[config.mk]
export PLATFORM = sky130hd
export DESIGN_NAME = pwtt_cfg
export DESIGN_NICKNAME = d
export VERILOG_FILES = /design/src/sv/pid_with_twiddle_tuning_top_assert.svh /design/src/sv/pwtt_pkg.sv /design/src/sv/pwtt_cfg.sv
export SDC_FILE = /design/constraint.sdc
export NUM_CORES = 1
export LEC_CHECK = 0
export ABC_AREA = 0
export CAP_MARGIN = 30
export CORE_UTILIZATION = 35
export DETAILED_ROUTE_END_ITERATION = 7
export DONT_BUFFER_PORTS = 1
export PLACE_DENSITY = 0.58
export SETUP_SLACK_MARGIN = 0.4
export SLEW_MARGIN = 20
export SYNTH_ARGS = -nofsm -noshare
export SYNTH_HDL_FRONTEND = slang
export SYNTH_SLANG_ARGS = --single-unit
[constraint.sdc]
create_clock -name clk -period 2.35 [get_ports clk]
set_input_delay 0.1175 -clock clk [delete_from_list [all_inputs] [get_ports clk]]
set_output_delay 0.1175 -clock clk [all_outputs]
set_load 0.02 [all_outputs]
[src/sv/pid_with_twiddle_tuning_top_assert.svh]
// Assertion macros shared by the controller modules.
`ifndef PID_WITH_TWIDDLE_TUNING_TOP_ASSERT_SVH
`define PID_WITH_TWIDDLE_TUNING_TOP_ASSERT_SVH

`ifndef SYNTH
`define PWTT_ASSERT_IMPL(lbl, ante, cons, msg) \
	lbl: assert property (@(posedge clk) disable iff (!arst_n) (ante) |-> (cons)) \
		else $error(msg);
`define PWTT_ASSERT_NEXT(lbl, ante, cons, msg) \
	lbl: assert property (@(posedge clk) disable iff (!arst_n) (ante) |=> (cons)) \
		else $error(msg);
`else
`define PWTT_ASSERT_IMPL(lbl, ante, cons, msg)
`define PWTT_ASSERT_NEXT(lbl, ante, cons, msg)
`endif

`endif

[src/sv/pwtt_pkg.sv]
package pwtt_pkg;

	typedef enum logic [2:0] {
		REG_KP     = 3'd0,
		REG_KI     = 3'd1,
		REG_KD     = 3'd2,
		REG_STEP_P = 3'd3,
		REG_STEP_D = 3'd4,
		REG_STEP_I = 3'd5,
		REG_BEST   = 3'd6,
		REG_RUN    = 3'd7
	} reg_index_t;

	localparam logic signed [31:0] RST_KP     = 32'sd0;
	localparam logic signed [31:0] RST_KI     = 32'sd0;
	localparam logic signed [31:0] RST_KD     = 32'sd0;
	localparam logic [30:0]        RST_STEP_P = 31'd167772;
	localparam logic [30:0]        RST_STEP_D = 31'd1677722;
	localparam logic [30:0]        RST_STEP_I = 31'd4194;
	localparam logic signed [15:0] RST_BEST   = 16'sd256;
	localparam logic [15:0]        RST_RUN    = 16'd200;

	typedef struct packed {
		logic signed [31:0] kp;
		logic signed [31:0] ki;
		logic signed [31:0] kd;
		logic [30:0]        step_p;
		logic [30:0]        step_d;
		logic [30:0]        step_i;
		logic signed [15:0] best;
		logic [15:0]        run_len;
	} cfg_regs_t;

	// operands for the drive computation, taken after the tuning update
	typedef struct packed {
		logic signed [31:0] gp;
		logic signed [31:0] gd;
		logic signed [31:0] gi;
		logic signed [15:0] err;
		logic signed [16:0] delta;
		logic signed [31:0] esum;
		logic               run_ok;
		logic               active;
	} drive_ops_t;

endpackage

[src/sv/pwtt_cfg.sv]
module pwtt_cfg import pwtt_pkg::*; (
	input  logic        clk,
	input  logic        arst_n,
	input  logic        psel,
	input  logic        penable,
	input  logic        pwrite,
	input  logic [4:0]  paddr,
	input  logic [31:0] pwdata,
	output logic [31:0] prdata,
	output cfg_regs_t   regs,
	output logic        reinit
);

	cfg_regs_t regs_q;
	logic      reinit_q;
	logic      wr;

	assign wr = psel & penable & pwrite;

	always_ff @(posedge clk or negedge arst_n) begin
		if (!arst_n) begin
			regs_q.kp      <= RST_KP;
			regs_q.ki      <= RST_KI;
			regs_q.kd      <= RST_KD;
			regs_q.step_p  <= RST_STEP_P;
			regs_q.step_d  <= RST_STEP_D;
			regs_q.step_i  <= RST_STEP_I;
			regs_q.best    <= RST_BEST;
			regs_q.run_len <= RST_RUN;
			reinit_q       <= 1'b0;
		end else begin
			reinit_q <= wr;
			if (wr) begin
				case (reg_index_t'(paddr[4:2]))
					REG_KP:     regs_q.kp      <= pwdata;
					REG_KI:     regs_q.ki      <= pwdata;
					REG_KD:     regs_q.kd      <= pwdata;
					REG_STEP_P: regs_q.step_p  <= pwdata[30:0];
					REG_STEP_D: regs_q.step_d  <= pwdata[30:0];
					REG_STEP_I: regs_q.step_i  <= pwdata[30:0];
					REG_BEST:   regs_q.best    <= pwdata[15:0];
					REG_RUN:    regs_q.run_len <= pwdata[15:0];
					default:    regs_q         <= regs_q;
				endcase
			end
		end
	end

	always_comb begin
		case (reg_index_t'(paddr[4:2]))
			REG_KP:     prdata = regs_q.kp;
			REG_KI:     prdata = regs_q.ki;
			REG_KD:     prdata = regs_q.kd;
			REG_STEP_P: prdata = {1'b0, regs_q.step_p};
			REG_STEP_D: prdata = {1'b0, regs_q.step_d};
			REG_STEP_I: prdata = {1'b0, regs_q.step_i};
			REG_BEST:   prdata = {{16{regs_q.best[15]}}, regs_q.best};
			REG_RUN:    prdata = {16'd0, regs_q.run_len};
			default:    prdata = 32'd0;
		endcase
	end

	assign regs   = regs_q;
	assign reinit = reinit_q;

endmodule

==> results.md <==
* Status: finished, violations left
* Violated checks: hold timing
* Yosys cell types at 36
* Worst hold slack at -0.713 ns
* Post-Route WL at 32200 um
* Avg Cell Area, Syn at 13.5 um^2
* Max-Cap Viols at 0
* Setup TNS at 0 ns
* VDD IR-drop max at 635 uV
* Worst-margin pin slew at 0.922 ns
* H-Tree Depth at 1
* Placement row count at 62
* Mapped Area at 10300 um^2
* Final setup violation count at 0
* Gate Count Post-Synth at 761
* Initial Utilization at 35.7%
* Number of synthesized flops with an enable pin at 0
* Wire per inst at 26.5 um
* Gr ovfl total at 0
* Register area at 5630 um^2
* Final Hold Vio Count at 222
* Fin crit period at 1.96 ns
* DR iter-0 viols at 377
* Antenna violations before repair at 2
* Commonest non-fill, non-tap cell in the layout: mux2_2
* Max Fanout on Critical Path at 3
* Antenna viol nets, final at 0
* Worst Path Arrival at 1.84 ns
* Post-synthesis sequential area ratio at 54.4%
* Most frequent cells in the layout: mux2_2 (189), dfrtp_1 (164), mux2i_1 (61)
* FF+latch count, synth at 222
* Die footprint at 30000 um^2
* Vias in the first global route at 7138
* Area growth, synth to finish at 19.5%
* Routability congestion estimate at 0.808
* Combinational share of power at 12.7%
* Leakage dissipation at 5.48 nW
* Slowest CP cell: dfstp_2
* First drt pass iteration count at 4
* Setup WS post-layout at 0.393 ns
* Clock transition at path regs at 0.06 ns
* First-pass GRT wire length at 48100 um
* Most used DFF post-synth: dfrtp_1
* Remaining DRCs at 0
* Clock Power Share at 35.7%
* Max Clk Rate at 0.511 GHz
* PortBufs at 0
* GRT Total Usage at 21.1%
* Post-synth top area share at 47.0%
* Switching power at 4.00 mW
* Flop pwr share at 51.6%
* Post-layout util at 42.6%
* IO Count at 296
* TritonCTS Sinks at 222
* Pwr Total at 12.5 mW
* CTS tree: built
* Die Y at 173 um
* Nets at 850
* Rel. slew slack at 38.4%
* Vias per Instance at 5.59
* Pwr per Cell Area at 1020 nW/um^2
* Critical-path cell list: mux2i_1 -> a211o_1 -> a31oi_1 -> buf_4
* Hold buffers post-CTS at 34
* Top cells by area, synth: dfrtp_1 (47%), mux2_2 (21%), dfstp_2 (7.4%)
* Multi-input gate area at 4470 um^2
* Setup WS pre-CTS at 0.515 ns
* RSZ-0062 raised after global routing: true
* Asr flop ratio synth at 100%
* Num CTS Buffers at 26
* Final Cycle Share at 83.3%
* HP Class: in -> async
* Internal cell power at 8.47 mW
* Fill count at 2647
* WS Path Type: reg -> out
* CTS root buf: clkbuf_16
* Required @ worst endpoint at 2.23 ns
* Routed via count at 6781
* Sw Share at 32.1%
* Clk Latency, worst-skew pair at 0.53 ns
* Synth area leader: dfrtp_1
* Crit-path max cell delay at 0.60 ns
* Ys Warns at 0
* CP startpoint kind: register
* Buffer depth of the longest clock path at 3
* Pins Over Slew Limit at 0
* Largest net degree at the start of global routing at 223
* Clk_skew at 0 ns
* Critical path endpoint category: output pin
* Hpwl dp at 19600 um
* Layout cell share with drive strength beyond 1 at 47.0%
* Syn_nets at 803
* Die X-Extent at 173 um
* Core region area at 28800 um^2
==> state kept, by name, indices dropped and copies added (netlist names) <==
signal and count:
reinit 1, regs 221
==> area by class of cell <==
cell class / instances / share of cell area [%]
multi-input combinational: 474 / 36.4
antenna: 2 / 0.0408
sequential: 222 / 45.9
inverter: 11 / 0.336
clock inverter: 9 / 1.42
clock buffer: 39 / 6.44
tap: 384 / 3.91
timing repair buffer: 73 / 5.56
==> per-stage QoR <==
step | std cells | hold slack, ns | area [um^2]
5_1_grt | 1214 | -0.746 | 12300
3_3_place_gp | 1130 | -0.172 | 10800
2_1_floorplan | 761 | -0.178 | 10300
4_1_cts | 1212 | -0.735 | 12200
3_5_place_dp | 1130 | -0.172 | 10800
6_report | 1214 | -0.713 | 12300
==> logic make-up after synthesis <==
kind of cell	Yosys count	synth area share (%)
multiplexers	283	31.4
AND/OR/NAND/NOR	75	3.46
buffers and inverters	65	3.08
AO/OA/AOI/OAI	116	7.68
flip-flops	222	54.4
==> critical path: cells and delay by family, from the launching register on <==
kind                   cells  cell delay, ns
buffers and inverters      1            0.17
muxes                      1            0.10
AOI/OAI and AO/OA          2            0.44
DFF                        1            0.60
==> power groups by stage <==
stage,sequential [mW],combinational (mW),clock (mW)
2_1_floorplan,6.14,1.28,0
3_3_place_gp,6.45,1.43,0
3_5_place_dp,6.47,1.47,0
4_1_cts,6.41,1.58,4.56
5_1_grt,6.54,1.71,4.72
6_report,6.43,1.59,4.45
==> Yosys cell counts (3+ instances only) <==
cell type / number
a211o_1: 14
a211oi_1: 15
a21oi_1: 24
a31oi_1: 28
buf_1: 3
buf_2: 37
buf_6: 3
clkbuf_1: 10
dfrtp_1: 193
dfstp_2: 29
inv_1: 11
mux2_2: 189
mux2_4: 30
mux2i_1: 62
nand2_1: 9
nand2b_1: 4
nor2_1: 43
nor2b_1: 5
o22a_1: 15
o22ai_1: 15
==> path summary, 6_finish.rpt <==
path | to | slack, ns | startpoint | cells after the start
setup / recovery | prdata[19] | 0.39 | regs[82]$_DFFE_PN1P_ | 4
hold / removal | regs[215]$_DFFE_PN0P_ | -0.71 | arst_n | 0
setup reg to reg | regs[31]$_DFFE_PN0P_ | 1.40 | regs[31]$_DFFE_PN0P_ | 2
hold reg to reg | regs[80]$_DFFE_PN0P_ | 0.62 | regs[80]$_DFFE_PN0P_ | 1
max in group asynchronous | regs[97]$_DFFE_PN1P_ | 2.57 | arst_n | 0
min in group clk | regs[79]$_DFFE_PN1P_ | 0.14 | paddr[2] | 3
==> routing by layer <==
| layer | vias up | share of wire, % | track usage [%] |
|---|---|---|---|
| met2 | 297 | 46 | 34.1 |
| met3 | 48 | 11 | 8.57 |
| met5 | - | 0 | 0 |
| met4 | 0 | 1.8 | 5.20 |
| li1 | 2911 | - | - |
| met1 | 3525 | 41 | 26.2 |
==> timing repair <==
| item | CTS | global route |
|---|---|---|
| endpoints found under the hold margin | 444 | 222 |
| gates resized for setup | 17 | 35 |
| pin swaps | 4 | 9 |
| endpoints found under the setup margin | 11 | 24 |
| buffers inserted | 0 | 0 |
Note: power is estimated with default switching activity, not from simulation.
