[src/sv/pid_with_twiddle_tuning_top_assert.svh]
// Assertion macros shared by the controller modules.
`ifndef PID_WITH_TWIDDLE_TUNING_TOP_ASSERT_SVH
`define PID_WITH_TWIDDLE_TUNING_TOP_ASSERT_SVH

`ifndef SYNTH
`define PWTT_ASSERT_IMPL(lbl, ante, cons, msg) \
	lbl: assert property (@(posedge clk) disable iff (!arst_n) (ante) |-> (cons)) \
		else $error(msg);
`define PWTT_ASSERT_NEXT(lbl, ante, cons, msg) \
	lbl: assert property (@(posedge clk) disable iff (!arst_n) (ante) |=> (cons)) \
		else $error(msg);
`else
`define PWTT_ASSERT_IMPL(lbl, ante, cons, msg)
`define PWTT_ASSERT_NEXT(lbl, ante, cons, msg)
`endif

`endif

[src/sv/pwtt_pkg.sv]
package pwtt_pkg;

	typedef enum logic [2:0] {
		REG_KP     = 3'd0,
		REG_KI     = 3'd1,
		REG_KD     = 3'd2,
		REG_STEP_P = 3'd3,
		REG_STEP_D = 3'd4,
		REG_STEP_I = 3'd5,
		REG_BEST   = 3'd6,
		REG_RUN    = 3'd7
	} reg_index_t;

	localparam logic signed [31:0] RST_KP     = 32'sd0;
	localparam logic signed [31:0] RST_KI     = 32'sd0;
	localparam logic signed [31:0] RST_KD     = 32'sd0;
	localparam logic [30:0]        RST_STEP_P = 31'd167772;
	localparam logic [30:0]        RST_STEP_D = 31'd1677722;
	localparam logic [30:0]        RST_STEP_I = 31'd4194;
	localparam logic signed [15:0] RST_BEST   = 16'sd256;
	localparam logic [15:0]        RST_RUN    = 16'd200;

	typedef struct packed {
		logic signed [31:0] kp;
		logic signed [31:0] ki;
		logic signed [31:0] kd;
		logic [30:0]        step_p;
		logic [30:0]        step_d;
		logic [30:0]        step_i;
		logic signed [15:0] best;
		logic [15:0]        run_len;
	} cfg_regs_t;

	// operands for the drive computation, taken after the tuning update
	typedef struct packed {
		logic signed [31:0] gp;
		logic signed [31:0] gd;
		logic signed [31:0] gi;
		logic signed [15:0] err;
		logic signed [16:0] delta;
		logic signed [31:0] esum;
		logic               run_ok;
		logic               active;
	} drive_ops_t;

endpackage

[src/sv/pwtt_tune.sv]
`include "pid_with_twiddle_tuning_top_assert.svh"

module pwtt_tune import pwtt_pkg::*; (
	input  logic               clk,
	input  logic               arst_n,
	input  cfg_regs_t          regs,
	input  logic               reinit,
	input  logic               upd,
	input  logic signed [15:0] sample,
	output drive_ops_t         ops
);

	typedef enum logic [1:0] {
		OP_PROBE   = 2'd0,
		OP_REVERSE = 2'd1,
		OP_BACKOFF = 2'd2
	} twiddle_op_t;

	localparam logic [3:0]  LAST_PHASE     = 4'd8;
	localparam logic [32:0] STEP_THRESHOLD = 33'd167;
	localparam logic [30:0] STEP_MAX       = 31'h7fff_ffff;
	// x / 10 == (x * RECIP10) >> 35 for any 32-bit x
	localparam logic [63:0] RECIP10        = 64'h0000_0000_cccc_cccd;

	logic signed [15:0] last_q;
	logic signed [31:0] esum_q;
	logic signed [31:0] gain_q [3];
	logic [30:0]        step_q [3];
	logic signed [15:0] best_q;
	logic [3:0]         phase_q;
	logic [15:0]        cnt_q;

	logic [3:0]         phase_n;
	logic [15:0]        cnt_n;
	logic signed [32:0] esum_w;
	logic signed [31:0] esum_n;
	logic               active;
	logic [1:0]         grp;
	twiddle_op_t        op;
	logic signed [31:0] g_sel;
	logic [30:0]        s_sel;
	logic               better;
	logic               worse;
	logic               do_gain;
	logic               neg2;
	logic               do_grow;
	logic               do_shrink;
	logic signed [33:0] addend;
	logic signed [33:0] gsum;
	logic signed [31:0] g_new;
	logic [31:0]        div_in;
	logic [63:0]        div_prod;
	logic [28:0]        div_q;
	logic [31:0]        grown;
	logic [30:0]        s_new;
	logic signed [31:0] gain_nx [3];

	assign phase_n = (phase_q == LAST_PHASE) ? 4'd0 : phase_q + 4'd1;
	assign cnt_n   = (&cnt_q) ? cnt_q : cnt_q + 16'd1;
	assign esum_w  = 33'(esum_q) + 33'(sample);
	assign esum_n  = (esum_w[32] != esum_w[31]) ?
		(esum_w[32] ? 32'sh8000_0000 : 32'sh7fff_ffff) : esum_w[31:0];
	assign active  = ({2'b00, step_q[0]} + {2'b00, step_q[1]} + {2'b00, step_q[2]})
		> STEP_THRESHOLD;

	always_comb begin
		case (phase_n)
			4'd1: begin grp = 2'd0; op = OP_PROBE; end
			4'd2: begin grp = 2'd0; op = OP_REVERSE; end
			4'd3: begin grp = 2'd0; op = OP_BACKOFF; end
			4'd4: begin grp = 2'd1; op = OP_PROBE; end
			4'd5: begin grp = 2'd1; op = OP_REVERSE; end
			4'd6: begin grp = 2'd1; op = OP_BACKOFF; end
			4'd7: begin grp = 2'd2; op = OP_PROBE; end
			4'd8: begin grp = 2'd2; op = OP_REVERSE; end
			default: begin grp = 2'd2; op = OP_BACKOFF; end
		endcase
	end

	assign g_sel  = gain_q[grp];
	assign s_sel  = step_q[grp];
	assign better = sample < best_q;
	assign worse  = sample > best_q;

	always_comb begin
		do_gain   = 1'b0;
		neg2      = 1'b0;
		do_grow   = 1'b0;
		do_shrink = 1'b0;
		case (op)
			OP_PROBE: do_gain = 1'b1;
			OP_REVERSE: begin
				do_grow = better;
				do_gain = !better;
				neg2    = 1'b1;
			end
			OP_BACKOFF: begin
				do_grow   = better;
				do_gain   = worse;
				do_shrink = worse;
			end
			default: do_gain = 1'b0;
		endcase
	end

	// gain += step, or gain -= 2*step, saturated
	assign addend = neg2 ? -($signed({2'b00, s_sel, 1'b0})) : $signed({3'b000, s_sel});
	assign gsum   = 34'(g_sel) + addend;
	assign g_new  = (gsum[33:31] == 3'b000 || gsum[33:31] == 3'b111) ? gsum[31:0] :
		(gsum[33] ? 32'sh8000_0000 : 32'sh7fff_ffff);

	// round(step*1.1) = step + (step+5)/10, round(step*0.9) = step - (step+4)/10
	assign div_in   = {1'b0, s_sel} + (do_grow ? 32'd5 : 32'd4);
	assign div_prod = {32'd0, div_in} * RECIP10;
	assign div_q    = div_prod[63:35];
	assign grown    = {1'b0, s_sel} + {3'b000, div_q};
	assign s_new    = do_grow ? (grown[31] ? STEP_MAX : grown[30:0]) :
		(s_sel - {2'b00, div_q});

	always_comb begin
		for (int k = 0; k < 3; k++) begin
			gain_nx[k] = (active && do_gain && grp == 2'(k)) ? g_new : gain_q[k];
		end
	end

	always_ff @(posedge clk or negedge arst_n) begin
		if (!arst_n) begin
			last_q    <= '0;
			esum_q    <= '0;
			gain_q[0] <= RST_KP;
			gain_q[1] <= RST_KD;
			gain_q[2] <= RST_KI;
			step_q[0] <= RST_STEP_P;
			step_q[1] <= RST_STEP_D;
			step_q[2] <= RST_STEP_I;
			best_q    <= RST_BEST;
			phase_q   <= '0;
			cnt_q     <= '0;
		end else if (reinit) begin
			last_q    <= '0;
			esum_q    <= '0;
			gain_q[0] <= regs.kp;
			gain_q[1] <= regs.kd;
			gain_q[2] <= regs.ki;
			step_q[0] <= regs.step_p;
			step_q[1] <= regs.step_d;
			step_q[2] <= regs.step_i;
			best_q    <= regs.best;
			phase_q   <= '0;
			cnt_q     <= '0;
		end else if (upd) begin
			last_q  <= sample;
			esum_q  <= esum_n;
			phase_q <= phase_n;
			cnt_q   <= cnt_n;
			if (active) begin
				if (do_gain) begin
					gain_q[grp] <= g_new;
				end
				if (do_grow || do_shrink) begin
					step_q[grp] <= s_new;
				end
				if (do_grow) begin
					best_q <= sample;
				end
			end
		end
	end

	always_comb begin
		ops.gp     = gain_nx[0];
		ops.gd     = gain_nx[1];
		ops.gi     = gain_nx[2];
		ops.err    = sample;
		ops.delta  = 17'(sample) - 17'(last_q);
		ops.esum   = esum_n;
		ops.run_ok = cnt_n < regs.run_len;
		ops.active = active;
	end

	`PWTT_ASSERT_NEXT(a_cnt_moves, upd && !reinit, cnt_q != 16'd0, "step count stuck at zero")
	`PWTT_ASSERT_NEXT(a_idle_gains, upd && !reinit && !active, $stable(gain_q[0]) && $stable(gain_q[1]) && $stable(gain_q[2]), "gain moved while tuning idle")
	`PWTT_ASSERT_IMPL(a_phase_range, 1'b1, phase_q <= LAST_PHASE, "phase out of range")

endmodule

[config.mk]
export PLATFORM = sky130hd
export DESIGN_NAME = pwtt_tune
export DESIGN_NICKNAME = d
export VERILOG_FILES = /design/src/sv/pwtt_pkg.sv /design/src/sv/pwtt_tune.sv
export VERILOG_INCLUDE_DIRS = /design/src /design/src/sv
export SDC_FILE = /design/constraint.sdc
export NUM_CORES = 2
export LEC_CHECK = 0
export BUFFER_PORTS_ARGS = -buffer_cell sky130_fd_sc_hd__clkbuf_2
export CORE_MARGIN = 2
export CORE_UTILIZATION = 60
export CTS_CLUSTER_SIZE = 10
export DETAILED_ROUTE_END_ITERATION = 16
export GPL_TIMING_DRIVEN = 0
export PLACE_DENSITY_LB_ADDON = 0.15
export SYNTH_ARGS = -nofsm -noshare
export SYNTH_HDL_FRONTEND = slang
export SYNTH_SLANG_ARGS = --single-unit
[constraint.sdc]
create_clock -name clk -period 17.4 [get_ports clk]
set_input_delay 4.35 -clock clk [delete_from_list [all_inputs] [get_ports clk]]
set_output_delay 4.35 -clock clk [all_outputs]
set_load 0.02 [all_outputs]
==> key figures <==
Synthesis
  – Register bit total from synthesis: 273
  – Yosys top cell area share: 20.3%
  – Commonest register cell after synthesis: dfrtp_1
  – Synth unique cells: 94
  – EDFF count, synth: 0
  – Fraction of registers with async set/reset: 100%
  – Count leader, synth: inv_1
  – Synth cell count leaders: 837 x inv_1, 551 x ha_1, 451 x fa_1, 299 x nor2_1, 260 x nand2_1
  – Synth area leader: fa_1
  – Synthesized area: 44500 sq um
  – Area contributors post-synth: fa_1 20%, ha_1 16%, dfrtp_1 14%, inv_1 7.1%, a21oi_1 2.9%
  – Synth Warn #: 0
  – Sequential-to-total area share from yosys stat: 15.4%
  – Post-synth net total: 6254
  – Mean post-synth cell area: 8.87 sq um
  – Cells after synthesis: 5011

Clock tree
  – CTS clk-pin slew, worst paths: 0.06 ns
  – Clock root cell: clkbuf_16
  – Clock buffer depth: 3
  – Clock sinks: 273
  – TritonCTS clock tree: done
  – CTS Buf Count: 35
  – Post-CTS Hold Buffers: 0
  – Clock latency on the worst-skew pair: 0.57 ns
  – # H-tree levels: 2

Floorplanning
  – # IOs: 404
  – Die X: 276 um
  – Core outline area: 73200 sq um
  – # rows: 99
  – DIE HEIGHT: 276 um
  – Starting Density: 60.7%
  – Full die area: 76300 sq um

GRT
  – First-pass GRT wire length: 256000 um
  – All-Layer GR Usage: 44.0%
  – Largest net degree at the start of global routing: 105
  – Overflow after GRT: 0
  – Vias in the first global route: 42800
  – Initial antenna violation count: 9

Placement
  – Routability cong.: 1.05
  – Port Buf Inserts: 402
  – Placed Area: 47900 sq um
  – Post-DP HPWL: 136000 um

STA
  – Final Cycle Share: 100%
  – Min Tclk post-route: 17.46 ns
  – Clk_skew: 0.0266 ns
  – Unrepaired setup endpoints after global routing: true
  – Slew Limit Fails: 0
  – Setup ws final: -0.0554 ns
  – # setup viols final: 3
  – FMAX: 57.3 MHz
  – Final Hold Viols: 0
  – Worst Tran Pin Value: 1.50 ns
  – Slew headroom: 0.259%

Worst setup path
  – Worst Setup Start Kind: primary input
  – Worst EP required: 17.91 ns
  – Slowest stage delay, CP: 0.57 ns
  – CP max stage cell: fa_1
  – WP data arrival: 17.97 ns
  – Cell repeated most along the worst path: fa_1
  – Worst setup path category: primary input to register
  – Setup crit end kind: register
  – CP max FO: 6

Route
  – WL/cell: 26.0 um
  – Vias per std cell: 6.55
  – Total number of vias: 43400
  – DRT iter0 DRCs: 5260
  – Drt drc: 0
  – Routed WL: 172000 um
  – ANT nets after route: 0
  – DR pass1 iterations: 10

Min path
  – Hold Path Class: register to register

Cells and area
  – Final Core Density: 72.5%
  – Post-layout nets: 6873
  – Area Growth Syn to Fin: 19.3%
  – Design area: 53100 sq um
  – Ratio of cells with drive above 1 in the final layout: 21.4%

Run status
  – Failing checks: capacitance limit, setup timing
  – Status: finished, violations left

Job
  – Max Cap Viol: 1
routing by layer:
layer	routed length, um	GRT usage (%)	vias up
li1	-	-	18700
met1	65100	57.7	21100
met2	75300	68.0	2826
met3	18800	8.41	771
met4	12800	25.8	6
met5	35	0	-
kinds of logic after synthesis:
family,synth area share (%)
muxes,3.65
AOI/OAI and AO/OA,19.9
and+or+nand+nor,11.8
DFF,15.4
adders and majority gates,36.1
xor gates and xnor gates,4.00
buffers and inverters,9.14
flip-flops by register name (all words and copies together) (netlist names):
register	flops
best_q	16
gain_q	96
step_q	93
phase_q	4
esum_q	32
last_q	16
cnt_q	16
repair_timing:
| item | CTS | global route |
|---|---|---|
| pin swaps | 114 | 166 |
| setup endpoints to repair | 93 | 93 |
| buffers inserted | 102 | 75 |
| cloned | 1 | 0 |
| gates resized for setup | 300 | 197 |
final cells by class:
| cell class | count | area, sq um |
|---|---|---|
| Buffer | 209 | 917 |
| Fill cell | 5498 | 20100 |
| Sequential cell | 273 | 6860 |
| Inverter | 842 | 3220 |
| Clock buffer | 55 | 1000 |
| Multi-Input combinational cell | 3679 | 36100 |
| Clock inverter | 5 | 72.6 |
| Timing Repair Buffer | 590 | 3690 |
| Antenna cell | 8 | 20.0 |
| Tap cell | 959 | 1200 |
critical path, delay by kind of cell:
kind | cells | cell delay (ns)
buffers and inverters | 15 | 1.78
and+or+nand+nor | 15 | 2.43
xor gates and xnor gates | 2 | 0.33
adders and majority gates | 13 | 5.20
AOI/OAI and AO/OA | 18 | 3.85
path summary, 6_finish.rpt:
check | to | from | slack [ns] | cells after the start
worst max-delay path | step_q[47] | sample[1] | -0.06 | 63
worst min-delay path | esum_q[28] | esum_q[28] | 0.48 | 2
worst max register to register | step_q[47] | phase_q[0] | 1.11 | 64
worst min register to register | esum_q[28] | esum_q[28] | 0.48 | 2
max in group asynchronous | gain_q[48] | arst_n | 12.10 | 3
min in group asynchronous | esum_q[23] | arst_n | 3.80 | 1
per-stage QoR:
stage / setup WS, ns / hold WS, ns / TNS (ns) / cells
6_report: -0.0554 / 0.479 / -0.0569 / 6620
5_1_grt: -0.359 / 0.513 / -19.68 / 6620
4_1_cts: 0.00991 / 0.486 / 0 / 6535
3_5_place_dp: -5.13 / 0.475 / -436.50 / 6379
3_3_place_gp: -4.95 / 0.465 / -417.86 / 6372
2_1_floorplan: 0.0230 / 0.454 / 0 / 5011
cells in the final DEF (no fill, tap or decap), drive strengths merged, types with 63 or more instances in the layout:
cell type and instances:
o21ai 259, dfrtp 247, a221o 65, nor3 69, and2 63, ha 551
nand2 260, nand2b 64, xnor2 135, inv 826, a21o 109, nand4 79
fa 451, mux2 97, nand3 83, nor2 301, a21oi 257, o221a 72
buf 247, clkbuf 607, xor2 67
Power is not shown: default switching activity piles up to over one toggle a cycle in this logic, so the estimate is an artifact.
